### config.mk
export PLATFORM = sky130hd
export DESIGN_NAME = rgbihls_cordic_stage
export DESIGN_NICKNAME = d
export VERILOG_FILES = /design/src/rtl/rgbihls_pkg.sv /design/src/rtl/rgbihls_cordic_stage.sv
export SDC_FILE = /design/constraint.sdc
export NUM_CORES = 1
export LEC_CHECK = 0
export CAP_MARGIN = 20
export CORE_MARGIN = 2
export CORE_UTILIZATION = 57
export CTS_BUF_LIST = sky130_fd_sc_hd__clkbuf_4
export CTS_CLUSTER_DIAMETER = 30
export DETAILED_ROUTE_END_ITERATION = 10
export DONT_BUFFER_PORTS = 1
export GPL_ROUTABILITY_DRIVEN = 0
export PLACE_DENSITY = 0.69
export SLEW_MARGIN = 10
export SYNTH_ARGS = -nofsm -noshare
export SYNTH_HDL_FRONTEND = slang
export SYNTH_SLANG_ARGS = --single-unit
### constraint.sdc
create_clock -name clk -period 2.4 [get_ports clk]
set_clock_uncertainty 0.1 [all_clocks]
set_input_delay 0 -clock clk [delete_from_list [all_inputs] [get_ports clk]]
set_output_delay 0 -clock clk [all_outputs]
set_load 0.005 [all_outputs]
### src/rtl/rgbihls_pkg.sv
`default_nettype none
// ----------------------------------------------------------------------------
// rgbihls_pkg
// Shared types and fixed-point constants of the RGB to IHLS converter.
// ----------------------------------------------------------------------------
package rgbihls_pkg;

	localparam int XY_W = 29;   // signed Q16 vector components
	localparam int Z_W  = 20;   // signed Q16 angle accumulator
	localparam int A_W  = 19;   // unsigned Q16 final angle
	localparam int CORDIC_STEPS = 17;

	localparam logic [16:0] SQRT3_Q16     = 17'd113512;
	localparam logic signed [Z_W-1:0] HALF_PI_Q16 = 20'sd102944;
	localparam logic signed [Z_W-1:0] PI_Q16      = 20'sd205887;
	localparam logic [A_W-1:0] TWO_PI_Q16  = 19'd411775;
	localparam logic [A_W-1:0] ANGLE_MAX   = 19'd411774;
	localparam logic [21:0] HUE_SCALE_Q16 = 22'd2659746;
	localparam logic [13:0] LUMA_R_Q16 = 14'd13763;
	localparam logic [15:0] LUMA_G_Q16 = 16'd46858;
	localparam logic [12:0] LUMA_B_Q16 = 13'd4719;

	// Side information that travels with the vector through the steps.
	typedef struct packed {
		logic       gray;
		logic       b_gt_g;
		logic [7:0] sat;
		logic [7:0] luma;
	} side_t;

	// atan(2^-i) in Q16, rounded.
	function automatic logic signed [Z_W-1:0] atan_q16(input int i);
		logic signed [Z_W-1:0] v;
		unique case (i)
			0: v = 20'sd51472;
			1: v = 20'sd30386;
			2: v = 20'sd16055;
			3: v = 20'sd8150;
			4: v = 20'sd4091;
			5: v = 20'sd2047;
			6: v = 20'sd1024;
			7: v = 20'sd512;
			8: v = 20'sd256;
			9: v = 20'sd128;
			10: v = 20'sd64;
			11: v = 20'sd32;
			12: v = 20'sd16;
			13: v = 20'sd8;
			14: v = 20'sd4;
			15: v = 20'sd2;
			default: v = 20'sd1;
		endcase
		return v;
	endfunction

endpackage
`default_nettype wire

### src/rtl/rgbihls_cordic_stage.sv
`default_nettype none
// ----------------------------------------------------------------------------
// rgbihls_cordic_stage
// One registered vectoring step of the hue CORDIC.
// ----------------------------------------------------------------------------
module rgbihls_cordic_stage #(
	parameter int SHIFT = 0
) (
	input  wire logic clk,
	input  wire logic arst_n,
	input  wire logic en,
	input  wire logic valid_in,
	input  wire logic signed [rgbihls_pkg::XY_W-1:0] x_in,
	input  wire logic signed [rgbihls_pkg::XY_W-1:0] y_in,
	input  wire logic signed [rgbihls_pkg::Z_W-1:0]  z_in,
	input  wire rgbihls_pkg::side_t side_in,
	output logic valid_out,
	output logic signed [rgbihls_pkg::XY_W-1:0] x_out,
	output logic signed [rgbihls_pkg::XY_W-1:0] y_out,
	output logic signed [rgbihls_pkg::Z_W-1:0]  z_out,
	output rgbihls_pkg::side_t side_out
);
	import rgbihls_pkg::*;

	localparam logic signed [Z_W-1:0] ATAN = atan_q16(SHIFT);

	logic signed [XY_W-1:0] xs, ys;
	assign xs = x_in >>> SHIFT;
	assign ys = y_in >>> SHIFT;

	always_ff @(posedge clk or negedge arst_n) begin
		if (!arst_n) begin
			valid_out <= 1'b0;
		end else if (en) begin
			valid_out <= valid_in;
		end
	end

	always_ff @(posedge clk) begin
		if (en) begin
			side_out <= side_in;
			if (!y_in[XY_W-1]) begin
				x_out <= x_in + ys;
				y_out <= y_in - xs;
				z_out <= z_in + ATAN;
			end else begin
				x_out <= x_in - ys;
				y_out <= y_in + xs;
				z_out <= z_in - ATAN;
			end
		end
	end

endmodule
`default_nettype wire

==> results of run 1 <==
-- through the flow --
step | power [mW] | hold WS, ns | TNS [ns]
after floorplan | 3.54 | -0.396 | 0
after global placement | 4.18 | -0.396 | -2.03
after detailed placement | 4.20 | -0.396 | -2.77
after CTS | 5.22 | -0.507 | 0
after global routing | 5.56 | -0.511 | -0.0205
final | 5.29 | -0.476 | 0
-- power by group --
part	internal [mW]	switching, mW	leakage (nW)
clock	0.242	0.642	0.0722
combinational	0.960	1.10	3.60
sequential	2.18	0.167	0.941
total	3.38	1.91	4.61
-- layout make-up --
| cell class | instances | area [µm²] | area share |
|---|---|---|---|
| diodes | 1 | 2.50 | 0.000235 |
| clock buffers | 9 | 67.6 | 0.00634 |
| clock inverters | 7 | 70.1 | 0.00658 |
| inverters | 102 | 387 | 0.0363 |
| multi-input cells | 710 | 5360 | 0.504 |
| flip-flops and latches | 96 | 2880 | 0.270 |
| well taps | 188 | 235 | 0.0221 |
| repair buffers | 191 | 1650 | 0.155 |
-- worst reg2reg max path: cells and delay by family, from the launching register on --
kind / cells / cell delay [ns]
muxes: 1 / 0.26
buffers and inverters: 1 / 0.55
DFF: 1 / 0.43
-- routing by layer --
metal,global-route usage,vias up,wire [µm]
met3,0.0601,62,2540
met2,0.488,463,11300
met1,0.437,3677,11100
li1,-,3750,-
met5,0,-,0
met4,0.0950,0,697
-- how the worst max path moves through the flow --
stage             start         to  slack (ns)  cells after the start
3_3_place_gp    x_in[1]  y_out[27]       -0.21                     12
5_1_grt        x_in[26]  y_out[28]       -0.02                      8
4_1_cts         y_in[4]  y_out[22]        0.06                     10
3_5_place_dp    x_in[0]  y_out[22]       -0.25                     10
6_report        y_in[4]  x_out[15]        0.06                     12
2_1_floorplan  y_in[28]  z_out[19]        0.08                     10
-- repair_timing --
item | CTS | global route
resized for setup | 0 | 6
hold endpoints to repair | 178 | 95
setup buffers | 0 | 1
setup endpoints to repair | 0 | 7
-- cells in the final DEF (no fill, tap or decap), drive strengths merged, types with 5 or more instances in the layout --
cell	n
buf	118
ha	105
inv	102
edfxtp	95
a21oi	95
dlygate4sd3	73
o21ai	62
nor2	59
xnor2	56
nand2	38
a21o	26
nor3	22
nand3	19
o21bai	19
nor2b	16
nand2b	15
o31ai	13
o211ai	13
mux2i	13
xor2	11
a211oi	10
a31oi	9
clkbuf	9
nor4	9
o21a	7
nand4	6
a311oi	6
a2111oi	6
or2	5
or3	5
nor3b	5
clkinv	5
o311ai	5
-- logic make-up after synthesis --
| group | Yosys count | synth area share |
|---|---|---|
| AOI/OAI and AO/OA | 308 | 0.241 |
| xor gates and xnor gates | 67 | 0.0668 |
| adders and majority gates | 109 | 0.159 |
| buffers and inverters | 141 | 0.0654 |
| DFF | 96 | 0.328 |
| muxes | 14 | 0.0161 |
| and+or+nand+nor | 212 | 0.124 |
-- state kept, by name, summed over array words and instances, names as in the netlist --
register / count
x_out: 28
side_out: 18
z_out: 20
y_out: 29
valid_out: 1
==> reports/qor.yml, run 1 <==
run_status:
  outcome: "complete, but fails checks"
  violations: "hold timing"
finish:
  fin_nets: 1319
  postLayoutCoreUtil: 0.703
  fillers: 1174
  layout.cells.non_filler: 1304
  final_layout_size_suffix_gt1_frac: 0.153
  fin_area_um2: 10700
  area_delta_synth_final_pct: 21.3
worst_setup_path:
  crit_path_max_incr_delay_ns: 0.53
  end_kind: "register"
  worstSetupPathType: "in -> reg"
  worstPathArrival_ns: 2.48
  start_kind: "input pin"
  path_delay_family: "buffers and inverters"
  rr_endpoint: "valid_out"
  r2r_start: "valid_out"
  cpMostUsedCell: "buf_4"
  cp_max_fo: 4
  crit_chain: "dlygate4sd3_1, ha_1, nor2b_1, nor2_1, buf_4, a21oi_2, a211oi_2, buf_4, o31ai_1, buf_4, o21ai_0, xnor2_1"
  worst_ep_required_time_ns: 2.54
  cp_slowest_cell: "dlygate4sd3_1"
  r2r_cells: 2
  critPathBufInv: 4
  r2r_setup_slack_ns: 0.97
global_routing:
  antenna_found_initial: 1
  grt_pass1_vias: 7536
  grt_max_degree: 97
  grt_overflow_total: 0
  grt_pass1_wl_um: 39800
  grt.total_usage: 0.311
clock_tree:
  clock_sinks: 96
  cts_buffers: 9
  holdBufCountCts: 74
  path_clk_slew_ns: 0.16
  insertion_delay_ns: 0.48
  clk_path_buf_depth: 2
  cts_tree: "yes"
  root_buffer: "clkbuf_4"
  cts_max_level: 3
sta:
  max_clock_freq_mhz: 427
  relSlewSlack: 0.487
  setup_viol: 0
  maxSlewViolCount: 0
  period_share: 0.975
  finalHoldViolations: 95
  fin_ws_ns: 0.0606
  tightest_slew_ns: 0.760
  period_needed_ns: 2.34
  fin_hold_ws_ns: -0.476
drt:
  viasPerCell: 6.10
  wirelength_um: 25700
  drt_iter0_markers: 766
  firstDrtPassIters: 6
  ant_nets: 0
  drc: 0
  avgRoutedWirePerCell_um: 19.7
  num_vias: 7952
synth:
  async_reset_ff_frac: 0.0104
  syn_nets: 1156
  ys_ff_latch: 96
  synth.most_common_cell: "ha_1"
  yosys_warnings: 0
  ys_top_cells_by_area: "edfxtp_1 32%, ha_1 15%, xnor2_1 5.6%"
  syn_area_um2: 8780
  ys_types: 82
  synth_ff_type: "edfxtp_1"
  yosys.area.top_type: "edfxtp_1"
  synthTopCellsByCount: "105 x ha_1, 97 x inv_1, 95 x edfxtp_1, 91 x a21oi_1, 58 x nor2_1"
  syn_avg_cell_area_um2: 9.27
  synth_edf_count: 95
  yosysSeqAreaShare: 0.328
  netlist_instances: 947
  synth_top_area_share: 0.325
placement:
  post_dp_cell_area_um2: 9710
  hpwl_um: 19400
  portBuffers: 0
  place_ws_ns: -0.249
  dp_cells: 1212
die:
  start_util: 0.580
  core_area_um2: 15100
  dieArea_um2: 16400
  die_y_um: 128
  ios: 197
  die_width_um: 128
  row_count: 45
min_path:
  hp-class: "in -> reg"
  min_path_cells: 0
  hold-path-endpoint: "y_out[13]"
  min-delay-start: "en"
power_and_ir_drop:
  vdd_drop_max_mv: 0.246
  p_leak_nw: 4.61
  power_density_nw_per_um2: 496
run:
  cap_violations: 0
Power figures use the tool's default switching activity.
==> run 2, diff against run 1 <==
Settings changed: ABC_AREA set to 1, CORE_ASPECT_RATIO set to 0.8, CTS_BUF_LIST sky130_fd_sc_hd__clkbuf_4 to not set.
==> run 2 against run 1 <==
Against the previous run:
- the flow still finishes with violations (hold timing)
- total power is 7.8% higher
- largest power group unchanged
- die area is 15% higher
- clock power is 70% higher
- critical endpoint is now x_out[28]
- flip-flop and latch count stayed put
==> reports/qor.yml, run 2 <==
run_status:
  outcome: "complete, but fails checks"  # unchanged
  violations: "hold timing"  # unchanged
die:
  dieArea_um2: 19000  # was 16400 µm²
  die_y_um: 124  # was 128 µm
  die_width_um: 153  # was 128 µm
  core_area_um2: 17400  # was 15100 µm²
  row_count: 43  # was 45
  start_util: 0.584  # was 0.580
  ios: 197  # unchanged
global_routing:
  grt_pass1_vias: 9229  # was 7536
  grt_overflow_total: 0  # unchanged
  antenna_found_initial: 0  # was 1
  grt_pass1_wl_um: 47100  # was 39800 µm
  grt.total_usage: 0.316  # was 0.311
  grt_max_degree: 97  # unchanged
power_and_ir_drop:
  vdd_drop_max_mv: 0.468  # was 0.246 mV
  p_clk_frac: 0.264  # was 0.167
  sequentialPowerShare: 0.398  # was 0.443
  power_density_nw_per_um2: 512  # was 496 nW/µm²
  p_leak_nw: 5.83  # was 4.61 nW
  p_comb_frac: 0.338  # was 0.390
  swShare: 0.379  # was 0.361
  p_switching_mw: 2.16  # was 1.91 mW
  internal_power_mw: 3.54  # was 3.38 mW
drt:
  drc: 0  # unchanged
  avgRoutedWirePerCell_um: 17.0  # was 19.7 µm
  firstDrtPassIters: 6  # unchanged
  viasPerCell: 5.62  # was 6.10
  num_vias: 10035  # was 7952
  drt_iter0_markers: 957  # was 766
  wirelength_um: 30400  # was 25700 µm
  ant_nets: 0  # unchanged
synth:
  ys_types: 43  # was 82
  synth_ff_type: "edfxtp_1"  # unchanged
  ys_top_cells_by_area: "edfxtp_1 28%, nand2_1 18%, ha_1 13%"  # was edfxtp_1 32%, ha_1 15%, xnor2_1 5.6%
  synth_compound_area_frac: 0.107  # was 0.241
  syn_nets: 1733  # was 1156
  syn_avg_cell_area_um2: 6.68  # was 9.27 µm²
  yosysSeqAreaShare: 0.283  # was 0.328
  synth_xor_area_frac: 0.0301  # was 0.0668
  yosys_warnings: 0  # unchanged
  yosys.area_share.adder: 0.137  # was 0.159
  synthMuxAreaShare: 0.00111  # was 0.0161
  synthTopCellsByCount: "494 x nand2_1, 269 x inv_1, 135 x nand3_1, 105 x ha_1, 97 x nor2_1"  # was 105 x ha_1, 97 x inv_1, 95 x edfxtp_1, 91 x a21oi_1, 58 x nor2_1
  syn_area_um2: 10200  # was 8780 µm²
  synth_top_area_share: 0.280  # was 0.325
  synth_top_family_by_area: "simple AND/OR/NAND/NOR gates"  # was compound AO/OA/AOI/OAI gates
  synth_edf_count: 95  # unchanged
  synth.most_common_cell: "nand2_1"  # was ha_1
  async_reset_ff_frac: 0.0104  # unchanged
  netlist_instances: 1524  # was 947
  ys_ff_latch: 96  # unchanged
  yosys.area.top_type: "edfxtp_1"  # unchanged
  yosys.area_share.simple: 0.319  # was 0.124
clock_tree:
  cts_buffers: 9  # unchanged
  cts_tree: "yes"  # unchanged
  insertion_delay_ns: 0.36  # was 0.48 ns
  holdBufCountCts: 49  # was 74
  post_cts_buffers: 0  # unchanged
  path_clk_slew_ns: 0.08  # was 0.16 ns
  clk_path_buf_depth: 2  # unchanged
  cts_max_level: 3  # unchanged
  root_buffer: "clkbuf_16"  # was clkbuf_4
  clock_sinks: 96  # unchanged
worst_setup_path:
  cpMostUsedCell: "nand2_1"  # was buf_4
  crit_chain: "dlygate4sd3_1, ha_2, fa_1, inv_2, nand2_1, nand3_2, nand2_1, nand2_2, nand2_1, nand2_1, nand2_1, nand2_1, nand2_1, nand2_1, nand2_1"  # was dlygate4sd3_1, ha_1, nor2b_1, nor2_1, buf_4, a21oi_2, a211oi_2, buf_4, o31ai_1, buf_4, o21ai_0, xnor2_1
  crit_path_max_incr_delay_ns: 0.55  # was 0.53 ns
  end_kind: "register"  # unchanged
  cp_slowest_cell: "dlygate4sd3_1"  # unchanged
  cp_max_fo: 4  # unchanged
  start_kind: "input pin"  # unchanged
  r2r_start: "valid_out"  # unchanged
  worst_ep_required_time_ns: 2.43  # was 2.54 ns
  worstPathArrival_ns: 2.20  # was 2.48 ns
  critPathLaunch: "y_in[0]"  # was y_in[4]
  worstSetupPathType: "in -> reg"  # unchanged
sta:
  period_share: 0.905  # was 0.975
  setup_viol: 0  # unchanged
  max_clock_freq_mhz: 460  # was 427 MHz
  grt_setup_unrepaired: "no"
  relSlewSlack: 0.556  # was 0.487
  period_needed_ns: 2.17  # was 2.34 ns
  finalHoldViolations: 95  # unchanged
  tns_ns: 0  # unchanged
  maxSlewViolCount: 0  # unchanged
  fin_hold_ws_ns: -0.348  # was -0.476 ns
  tightest_slew_ns: 0.667  # was 0.760 ns
finish:
  reg.largest.list: "y_out (29), x_out (28), z_out (20)"  # unchanged
  final_layout_size_suffix_gt1_frac: 0.0333  # was 0.153
  largest_reg_flops: 29  # unchanged
  regMostFlops: "y_out"  # unchanged
  fillers: 1679  # was 1174
  final_cell_mix: "493 x nand2_1, 267 x inv_1, 134 x nand3_1, 104 x ha_1, 97 x nor2_1"  # was 116 x buf_4, 105 x ha_1, 97 x inv_1, 95 x edfxtp_1, 91 x a21oi_1
  fin_nets: 1766  # was 1319
  final_common_cell: "nand2_1"  # was buf_4
  area_delta_synth_final_pct: 9.21  # was 21.3%
  postLayoutCoreUtil: 0.638  # was 0.703
  diodes: 0  # was 1
placement:
  portBuffers: 0  # unchanged
  hpwl_um: 24200  # was 19400 µm
min_path:
  hp-class: "in -> reg"  # unchanged
  min-delay-start: "en"  # unchanged
run:
  cap_violations: 0  # unchanged
==> run 2: worst paths after layout <==
check                             to  slack [ns]  cells after the start
setup / recovery           x_out[28]        0.23                     15
hold / removal             x_out[17]       -0.35                      0
setup reg to reg           valid_out        0.96                      2
hold reg to reg            valid_out        1.01                      2
max in group asynchronous  valid_out        1.82                      2
min in group asynchronous  valid_out        0.28                      2
==> run 2: layout make-up <==
class                   instances  area [µm²]  share of cell area
repair buffers                 59         583              0.0524
clock buffers                   9         225              0.0202
clock inverters                 7        81.3             0.00731
multi-input cells            1121        6060               0.545
flip-flops and latches         96        2880               0.259
inverters                     270        1010              0.0911
well taps                     225         282              0.0253
==> run 2: worst max-delay path: cells and delay by family <==
family	cells	cell delay, ns
simple gates	11	0.91
fa+ha+maj	2	0.62
buf+inv	2	0.66
==> run 2: power groups by stage <==
stage / Sequential, mW / Combinational, mW / Clock (mW)
3_5_place_dp: 2.31 / 1.77 / 0
4_1_cts: 2.27 / 1.88 / 1.53
2_1_floorplan: 2.25 / 1.37 / 0
3_3_place_gp: 2.30 / 1.75 / 0
6_report: 2.27 / 1.93 / 1.50
5_1_grt: 2.29 / 2.14 / 1.58
==> run 2: layer usage <==
metal | part of all wire | track usage | vias up
met5 | 0 | 0 | -
met4 | 0.027 | 0.108 | 0
met3 | 0.11 | 0.0775 | 59
met2 | 0.43 | 0.505 | 516
met1 | 0.43 | 0.425 | 4536
li1 | - | - | 4924
==> run 2: kinds of logic after synthesis <==
group                    after synthesis
adder cells (fa/ha/maj)              109
AO/OA/AOI/OAI                        196
buffers and inverters                307
XOR/XNOR                              35
multiplexers                           1
flip-flops                            96
AND/OR/NAND/NOR                      780
==> run 2: through the flow <==
stage / hold slack (ns) / std cells / total power [mW] / area, µm² / setup WS, ns
after detailed placement: -0.396 / 1722 / 4.08 / 10300 / 0.196
after floorplan: -0.396 / 1524 / 3.62 / 10200 / 0.284
after CTS: -0.354 / 1787 / 5.68 / 11100 / 0.0520
final: -0.348 / 1787 / 5.70 / 11100 / 0.228
after global routing: -0.358 / 1787 / 6.01 / 11100 / 0.0158
after global placement: -0.396 / 1722 / 4.05 / 10300 / 0.200
==> run 2: timing repair <==
action / CTS / global route
hold endpoints to repair: 179 / 95
resized for setup: 0 / 4
setup endpoints to repair: 0 / 4
==> run 3, diff against run 2 <==
Settings changed: CORE_UTILIZATION 57 to 45, PLACE_DENSITY 0.69 to 0.57.
==> run 3 against run 2 <==
Against the previous run:
- the flow still finishes with violations (hold timing)
- global-route usage is 5.4 points lower
- sequential share of layout area is 0.29 points lower
- clock power is 7% higher
- fmax is 3.3% lower
==> reports/qor.yml, run 3 (synthesis results as in run 2) <==
finish:
  largest_reg_flops: 29  # unchanged
  reg.largest.list: "y_out (29), x_out (28), z_out (20)"  # unchanged
  final_common_cell: "nand2_1"  # unchanged
  ff_latch_area_um2: 2880  # unchanged
  postLayoutCoreUtil: 0.504  # was 0.638
  multi_input_area_um2: 6070  # was 6060 µm²
  fin_nets: 1767  # was 1766
  fillers: 2307  # was 1679
  diodes: 0  # unchanged
  area_delta_synth_final_pct: 10.4  # was 9.21%
  final_cell_mix: "493 x nand2_1, 268 x inv_1, 135 x nand3_1, 99 x ha_1, 97 x nor2_1"  # was 493 x nand2_1, 267 x inv_1, 134 x nand3_1, 104 x ha_1, 97 x nor2_1
  regMostFlops: "y_out"  # unchanged
  final_layout_size_suffix_gt1_frac: 0.0345  # was 0.0333
die:
  ios: 197  # unchanged
  die_width_um: 172  # was 153 µm
  dieArea_um2: 23900  # was 19000 µm²
  die_y_um: 139  # was 124 µm
  row_count: 49  # was 43
  start_util: 0.456  # was 0.584
  core_area_um2: 22300  # was 17400 µm²
worst_setup_path:
  end_kind: "register"  # unchanged
  start_kind: "input pin"  # unchanged
  worstSetupPathType: "in -> reg"  # unchanged
  worst_ep_required_time_ns: 2.41  # was 2.43 ns
  worstPathArrival_ns: 2.26  # was 2.20 ns
  cp_max_fo: 4  # unchanged
clock_tree:
  path_clk_slew_ns: 0.10  # was 0.08 ns
  root_buffer: "clkbuf_16"  # unchanged
  insertion_delay_ns: 0.35  # was 0.36 ns
  clk_path_buf_depth: 2  # unchanged
  holdBufCountCts: 50  # was 49
  clock_sinks: 96  # unchanged
  cts_buffers: 9  # unchanged
  cts_max_level: 3  # unchanged
  cts_tree: "yes"  # unchanged
sta:
  fin_ws_ns: 0.154  # was 0.228 ns
  period_needed_ns: 2.25  # was 2.17 ns
  period_share: 0.936  # was 0.905
  tightest_slew_ns: 0.653  # was 0.667 ns
  finalHoldViolations: 95  # unchanged
  setup_viol: 0  # unchanged
  tns_ns: 0  # unchanged
  relSlewSlack: 0.565  # was 0.556
  maxSlewViolCount: 0  # unchanged
  fin_hold_ws_ns: -0.350  # was -0.348 ns
  grt_setup_unrepaired: "no"  # unchanged
  max_clock_freq_mhz: 445  # was 460 MHz
drt:
  firstDrtPassIters: 5  # was 6
  viasPerCell: 5.19  # was 5.62
  num_vias: 9706  # was 10035
  ant_nets: 0  # unchanged
  avgRoutedWirePerCell_um: 16.8  # was 17.0 µm
  wirelength_um: 31500  # was 30400 µm
  drc: 0  # unchanged
  drt_iter0_markers: 864  # was 957
global_routing:
  grt_overflow_total: 0  # unchanged
  grt.total_usage: 0.263  # was 0.316
  grt_pass1_wl_um: 48500  # was 47100 µm
  grt_pass1_vias: 9170  # was 9229
  antenna_found_initial: 0  # unchanged
  grt_max_degree: 97  # unchanged
run_status:
  violations: "hold timing"  # unchanged
  outcome: "complete, but fails checks"  # unchanged
power_and_ir_drop:
  power_density_nw_per_um2: 515  # was 512 nW/µm²
  vdd_drop_max_mv: 0.296  # was 0.468 mV
  p_comb_frac: 0.334  # was 0.338
  sequentialPowerShare: 0.390  # was 0.398
  p_clk_frac: 0.276  # was 0.264
  p_switching_mw: 2.16  # about the same
  swShare: 0.372  # was 0.379
  power_mw: 5.80  # was 5.70 mW
  internal_power_mw: 3.64  # was 3.54 mW
  p_leak_nw: 5.82  # was 5.83 nW
min_path:
  hp-class: "in -> reg"  # unchanged
placement:
  place_ws_ns: 0.180  # was 0.196 ns
  portBuffers: 0  # unchanged
  hpwl_um: 25100  # was 24200 µm
run:
  cap_violations: 0  # unchanged
==> run 3: final timing paths <==
path / from / to / slack (ns) / cells after the start
max in group asynchronous: arst_n / valid_out / 1.80 / 2
max reg2reg: valid_out / valid_out / 0.99 / 2
min reg2reg: valid_out / valid_out / 0.97 / 2
max: y_in[0] / x_out[28] / 0.15 / 15
min in group asynchronous: arst_n / valid_out / 0.30 / 2
min: en / y_out[17] / -0.35 / 0
==> run 3: final cells by class <==
class,instances,share of cell area
Multi-Input combinational cell,1121,0.539
Clock buffer,9,0.0200
Sequential cell,96,0.256
Tap cell,306,0.0340
Inverter,270,0.0901
Timing Repair Buffer,60,0.0527
Clock inverter,7,0.00779
==> run 3: repair_timing <==
item,4_1_cts,5_1_grt
endpoints found under the setup margin,0,3
setup buffers,0,0
hold endpoints to repair,179,95
resized for setup,0,7
==> run 3: power groups by stage <==
stage               Sequential (mW)  Clock [mW]  Combinational [mW]
finish                         2.26        1.60                1.93
global route                   2.29        1.67                2.18
CTS                            2.27        1.63                1.90
detailed placement             2.30           0                1.79
global placement               2.31           0                1.78
floorplan                      2.25           0                1.37
==> run 3: per-stage QoR <==
stage | area (µm²) | cells
floorplan | 10200 | 1524
CTS | 11200 | 1869
finish | 11200 | 1869
global route | 11200 | 1869
global placement | 10400 | 1803
detailed placement | 10400 | 1803
==> run 3: worst max-delay path, cell delays in order <==
cell	delay, ns
dlygate4sd3_1	0.54
ha_2	0.23
fa_1	0.40
inv_1	0.14
nand2_1	0.09
nand3_1	0.13
nand2_1	0.10
nand2_2	0.13
nand2_1	0.06
nand2_1	0.13
nand2_1	0.07
nand2_1	0.08
nand2_1	0.05
nand2_1	0.05
nand2_1	0.04
==> run 3: per-layer routing <==
| metal | part of all wire | GRT usage | vias to the layer above | wire (µm) |
|---|---|---|---|---|
| li1 | - | - | 4926 | - |
| met1 | 0.46 | 0.370 | 4323 | 14600 |
| met2 | 0.41 | 0.397 | 410 | 12800 |
| met3 | 0.10 | 0.0708 | 47 | 3230 |
| met4 | 0.026 | 0.0703 | 0 | 805 |
| met5 | 0 | 0 | - | 0 |
